===== config.mk =====
export PLATFORM = sky130hd
export DESIGN_NAME = rsa_engine
export DESIGN_NICKNAME = d
export VERILOG_FILES = /design/src/hw/rtl/rsa_pkg.sv /design/src/hw/rtl/rsa_engine.sv
export SDC_FILE = /design/constraint.sdc
export NUM_CORES = 2
export LEC_CHECK = 0
export BUFFER_PORTS_ARGS = -buffer_cell sky130_fd_sc_hd__buf_4
export CORE_UTILIZATION = 60
export CTS_CLUSTER_SIZE = 12
export DETAILED_ROUTE_END_ITERATION = 7
export PLACE_DENSITY = 0.83
export SYNTH_ARGS = -nofsm -noshare
export SYNTH_HDL_FRONTEND = slang
export SYNTH_SLANG_ARGS = --single-unit

===== constraint.sdc =====
create_clock -name clk -period 68.1 [get_ports clk]
set_clock_uncertainty 0.05 [all_clocks]
set_input_delay 6.81 -clock clk [delete_from_list [all_inputs] [get_ports clk]]
set_output_delay 6.81 -clock clk [all_outputs]
set_load 0.005 [all_outputs]

===== src/hw/rtl/rsa_pkg.sv =====
// Package for the running statistics accumulator.
// Holds operation codes and the fixed widths shared by the interfaces and modules.
// No dependencies.
`timescale 1ns / 1ps
`default_nettype none
package rsa_pkg;

  // Operation codes carried in the func field
  localparam logic [1:0] FN_RECORD = 2'd0;
  localparam logic [1:0] FN_MERGE  = 2'd1;
  localparam logic [1:0] FN_CLEAR  = 2'd2;
  localparam logic [1:0] FN_QUERY  = 2'd3;

  // Sum of squares is always a 64-bit saturating quantity
  localparam int SQ_BITS = 64;
  // Working width of the variance numerator, quotient and root radicand
  localparam int NUM_W   = 128;

  // Status of the serial math engine
  typedef struct packed {
    logic busy;
    logic done;
  } eng_stat_t;

endpackage
`default_nettype wire


===== src/hw/rtl/rsa_engine.sv =====
// Serial math engine: mean, variance numerator, division and square root.
// Shift-add multiplier, restoring dividers and digit-by-digit root. Depends on rsa_pkg.
`timescale 1ns / 1ps
`default_nettype none
module rsa_engine import rsa_pkg::*; #(
  parameter int SAMPLE_BITS = 20,
  parameter int COUNT_BITS  = 24,
  parameter int FRAC_BITS   = 8
) (
  input  logic                                  clk,
  input  logic                                  rst,
  input  logic                                  start,
  input  logic [COUNT_BITS-1:0]                 count,
  input  logic [SAMPLE_BITS+COUNT_BITS-1:0]     sum,
  input  logic [SQ_BITS-1:0]                    sqsum,
  output eng_stat_t                             stat,
  output logic [SAMPLE_BITS-1:0]                average,
  output logic signed [SAMPLE_BITS+FRAC_BITS:0] std_dev
);
  localparam int SUM_BITS = SAMPLE_BITS + COUNT_BITS;
  localparam int DW       = 2 * COUNT_BITS;
  localparam int ROOT_W   = NUM_W / 2;
  localparam int SR_W     = ROOT_W + 3;
  localparam int STD_W    = SAMPLE_BITS + FRAC_BITS;
  localparam int STEP_W   = $clog2(NUM_W + 1);

  typedef enum logic [2:0] {
    E_IDLE, E_MULA, E_MULB, E_SUB, E_DIV, E_SQRT, E_DONE
  } phase_t;

  phase_t              phase;
  logic [STEP_W-1:0]   steps;
  logic [NUM_W-1:0]    acc;
  logic [NUM_W-1:0]    mcand;
  logic [SUM_BITS-1:0] mplier;
  logic [NUM_W-1:0]    num;
  logic [DW-1:0]       dvs;
  logic [DW-1:0]       rem;
  logic [SUM_BITS-1:0] aq;
  logic [COUNT_BITS-1:0] ar;
  logic [ROOT_W-1:0]   root;
  logic [SR_W-1:0]     srem;
  logic                neg;

  logic [NUM_W-1:0]      acc_add;
  logic [DW:0]           div_ext;
  logic                  div_ge;
  logic [DW:0]           div_dif;
  logic [COUNT_BITS:0]   avg_ext;
  logic                  avg_ge;
  logic [COUNT_BITS:0]   avg_dif;
  logic [SR_W-1:0]       sq_sh;
  logic [SR_W-1:0]       trial;
  logic                  sq_ge;
  logic [SR_W-1:0]       sq_dif;
  logic                  last;
  logic [COUNT_BITS-1:0] cnt_m1;

  // one step of each serial unit
  always_comb begin
    acc_add = mplier[0] ? acc + mcand : acc;
    div_ext = {rem, num[NUM_W-1]};
    div_ge  = div_ext >= {1'b0, dvs};
    div_dif = div_ext - {1'b0, dvs};
    avg_ext = {ar, aq[SUM_BITS-1]};
    avg_ge  = avg_ext >= {1'b0, count};
    avg_dif = avg_ext - {1'b0, count};
    sq_sh   = {srem[SR_W-3:0], num[NUM_W-1 -: 2]};
    trial   = {1'b0, root, 2'b01};
    sq_ge   = sq_sh >= trial;
    sq_dif  = sq_sh - trial;
    last    = steps == STEP_W'(1);
    cnt_m1  = count - COUNT_BITS'(1);
  end

  // sequencer
  always_ff @(posedge clk) begin
    if (rst) begin
      phase <= E_IDLE;
      steps <= '0;
    end else begin
      case (phase)
        E_IDLE: begin
          if (start) begin
            acc    <= '0;
            mcand  <= NUM_W'(sqsum);
            mplier <= SUM_BITS'(count);
            dvs    <= DW'(count) * DW'(cnt_m1);
            aq     <= sum;
            ar     <= '0;
            neg    <= 1'b0;
            steps  <= STEP_W'(COUNT_BITS);
            phase  <= E_MULA;
          end
        end
        // sqsum * count
        E_MULA: begin
          if (last) begin
            num    <= acc_add;
            acc    <= '0;
            mcand  <= NUM_W'(sum);
            mplier <= sum;
            steps  <= STEP_W'(SUM_BITS);
            phase  <= E_MULB;
          end else begin
            mcand  <= mcand << 1;
            mplier <= mplier >> 1;
            steps  <= steps - STEP_W'(1);
            acc    <= acc_add;
          end
        end
        // sum * sum, with the mean division alongside
        E_MULB: begin
          mcand  <= mcand << 1;
          mplier <= mplier >> 1;
          acc    <= acc_add;
          steps  <= steps - STEP_W'(1);
          ar     <= avg_ge ? avg_dif[COUNT_BITS-1:0] : avg_ext[COUNT_BITS-1:0];
          aq     <= {aq[SUM_BITS-2:0], avg_ge};
          if (last) phase <= E_SUB;
        end
        E_SUB: begin
          if (num < acc) neg <= 1'b1;
          num   <= (num - acc) << (2 * FRAC_BITS);
          rem   <= '0;
          steps <= STEP_W'(NUM_W);
          phase <= E_DIV;
        end
        // restoring division by count*(count-1)
        E_DIV: begin
          rem   <= div_ge ? div_dif[DW-1:0] : div_ext[DW-1:0];
          num   <= {num[NUM_W-2:0], div_ge};
          if (last) begin
            srem  <= '0;
            root  <= '0;
            steps <= STEP_W'(ROOT_W);
            phase <= E_SQRT;
          end else begin
            steps <= steps - STEP_W'(1);
          end
        end
        // two radicand bits per step
        E_SQRT: begin
          srem  <= sq_ge ? sq_dif : sq_sh;
          root  <= {root[ROOT_W-2:0], sq_ge};
          num   <= num << 2;
          steps <= steps - STEP_W'(1);
          if (last) phase <= E_DONE;
        end
        E_DONE:  phase <= E_IDLE;
        default: phase <= E_IDLE;
      endcase
    end
  end

  // final selection and saturation
  always_comb begin
    stat.busy = phase != E_IDLE;
    stat.done = phase == E_DONE;
    if (count == '0) average = '0;
    else if (|aq[SUM_BITS-1:SAMPLE_BITS]) average = '1;
    else average = aq[SAMPLE_BITS-1:0];
    if (count < COUNT_BITS'(2)) std_dev = '1;
    else if (neg) std_dev = '0;
    else if (|root[ROOT_W-1:STD_W]) std_dev = {1'b0, {STD_W{1'b1}}};
    else std_dev = {1'b0, root[STD_W-1:0]};
  end

endmodule
`default_nettype wire


==> reports/qor.csv <==
metric,value,unit
HP Class,flop to flop,
# nets final,9675,
setup ws final,51.60,ns
DR iter-0 viols,7315,
Worst Hold End,steps[5]$_SDFFE_PP0P_,
First-pass DRT Iterations,8,
Gate Count Post-Synth,8592,
type of origin of the critical path,input pin,
GRT Overall Usage,36.6,%
Layout area overhead,6.51,%
#FFs+latches synth,732,
CP required,61.24,ns
status,finished clean,
clock sink count,732,
Syn Nets,9806,
number of enable flip-flop cells after synthesis,721,
dpl ws,51.33,ns
routability cong.,1.03,
TritonCTS Buffers,85,
"Hold Vio Cnt, Final",0,
Final min period,16.50,ns
post-DP HPWL,181000,microns
worst hold path cell count,2,
PortBufs,185,
CTS Buffer Depth,3,
origin of the worst setup path,count[15],
I/O pins,186,
Most used DFF post-synth,edfxtp_1,
power per cell area,47.2,nW/um^2
die area,128000,sq um
final WL,238000,microns
vias in the first global route,64000,
Final ANT Viol Nets,0,
ys async rst share,0,%
DIE WIDTH,358,microns
Mapped Area,76200,sq um
vias per cell,6.47,
drt wl/cell,23.4,microns
hold path startpoint,steps[5]$_SDFFE_PP0P_,
Critical R2R Capture,num[127]$_DFFE_PP_,
first-pass GRT wire length,365000,microns
worst skew pair latency,0.72,ns
Cell Rows,130,
critical path arrival,9.64,ns
post-synth top area share,28.4,%
Vias,65800,
RSZ-0062 raised after global routing,false,
die height,358,microns
yosys warns,0,
"Period Utilization, post-route",24.2,%
Tot Pwr,3.83,mW
filler instances,10200,
clock root buffer,clkbuf_16,
DRC Markers,0,
Hold WS,0.436,ns
"Seq/Total Area, Yosys",28.7,%
Peak VDD IR,0.126,mV
core area,126000,sq um
Rel. slew slack,11.5,%
synth unique cells,95,
H-tree depth reported by CTS,3,
share of post-route cells with drive strength above 1,5.54,%
Slew @ Worst Pin,1.33,ns
worst-path fanout max,21,
R2R depth,15,
fmax,60.6,MHz
Leakage Power,35.4,nW
initial core utilization,60.6,%
crit path capture type,output pin,
FF-to-FF setup slack,62.29,ns
r2r startpoint,acc[1]$_SDFFCE_PP0P_,
hold_buf cts,0,
CTS tree,yes,
Syn Area/Cell,8.87,sq um
clk slew on worst S/H paths,0.06,ns
max-slew violations,0,
cell taking the most area after synthesis,edfxtp_1,
Final Util,64.5,%
buffer count from post-CTS setup fixing,0,
Fin Setup TNS,0,ns
pin count of the biggest net entering global routing,174,
Setup CP Type,input pin to output pin,
final count of negative-setup-slack endpoints,0,
Area contributors post-synth,"edfxtp_1 (28%), fa_1 (13%), ha_1 (9.8%), a21oi_1 (4.7%), inv_1 (4.6%)",
PostCTS Resize Cnt,0,
total grt overflow,0,
maxcap violations,0,
antenna violations before repair,8,
-- synth_stat cells, types with 12 or more instances --
master / n
a2111oi_0: 16
a211oi_1: 47
a21boi_0: 29
a21o_1: 256
a21oi_1: 710
a221o_1: 59
a221oi_1: 47
a222oi_1: 23
a22o_1: 43
a31oi_1: 52
a41oi_1: 14
and2_1: 117
and3_1: 33
and4_1: 12
buf_1: 44
buf_2: 35
clkbuf_1: 373
edfxtp_1: 721
fa_1: 485
ha_1: 594
inv_1: 942
mux2_2: 24
mux2i_1: 199
nand2_1: 725
nand2b_1: 409
nand3_1: 97
nand4_1: 151
nor2_1: 850
nor2b_1: 44
nor3_1: 77
nor4_1: 39
o211ai_1: 20
o21a_1: 84
o21ai_0: 380
o21ai_1: 27
o21bai_1: 100
o221ai_1: 36
o22ai_1: 31
o31ai_1: 37
or3_1: 27
xnor2_1: 254
xor2_1: 134
-- critical path: stages --
cell	delay (ns)
buf_4	0.23
nor3_1	0.42
nand2_1	0.16
nor4_1	0.45
nand3_1	0.14
nor2_1	0.18
nand3b_1	0.71
o21a_1	0.37
buf_4	0.15
-- metrics by stage --
| stage | cells | area, sq um |
|---|---|---|
| 6_report | 10200 | 81200 |
| 5_1_grt | 10200 | 81200 |
| 4_1_cts | 10200 | 81100 |
| 3_5_place_dp | 10000 | 78400 |
| 3_3_place_gp | 10000 | 78400 |
| 2_1_floorplan | 8592 | 76200 |
-- layer usage --
| metal | share of wire (%) | global-route usage (%) |
|---|---|---|
| met5 | 0.011 | 0 |
| met4 | 4.9 | 16.2 |
| met3 | 11 | 8.21 |
| met2 | 44 | 56.4 |
| met1 | 40 | 49.4 |
-- sequential cells by signal (all words and copies together) (netlist names) --
name    cells
rem        48
root       64
steps       8
neg         1
ar         24
dvs        47
aq         44
mplier     44
srem       65
mcand     128
acc       128
num       128
phase       3
-- report_power, final --
group / total, mW / switching (mW) / internal, mW
combinational: 2.69 / 1.60 / 1.09
sequential: 0.679 / 0.0249 / 0.654
clock: 0.462 / 0.204 / 0.258
total: 3.83 / 1.83 / 2.00
-- layout by cell type (no fill, tap or decap), types with 239 or more instances in the layout --
master / n
nor2_1: 844
xnor2_1: 254
fa_1: 485
o21ai_0: 380
buf_4: 239
a21o_1: 254
edfxtp_1: 721
inv_1: 942
nand2_1: 722
nand2b_1: 406
a21oi_1: 708
ha_1: 594
-- cell families after synthesis --
family	after synthesis	share of synthesized area (%)
simple gates	2623	16.2
compound gates	2132	18.1
buf+inv	1415	7.07
fa+ha+maj	1079	22.5
flops	732	28.7
xor+xnor	388	4.46
mux	223	2.97
-- how the worst max path moves through the flow --
stage                                       to  slack, ns  cells past startpoint
after CTS                           average[7]      51.78                      9
after global routing         dvs[46]$_DFFE_PP_      51.38                     33
after floorplan           acc[0]$_SDFFCE_PP0P_      12.27                      2
after global placement       dvs[46]$_DFFE_PP_      51.54                     33
after detailed placement     dvs[46]$_DFFE_PP_      51.33                     33
final                              average[13]      51.60                      9
-- final cells by class --
class	instances	area (sq um)	area share (%)
multi-input combinational	6445	49100	60.5
sequential	732	21900	27.0
inverter	957	3590	4.43
clock buffer	101	2190	2.69
tap	1650	2060	2.54
timing repair buffer	240	1810	2.24
clock inverter	49	523	0.644
antenna	3	7.51	0.00925
No activity file was read; power rests on OpenSTA's default activity.
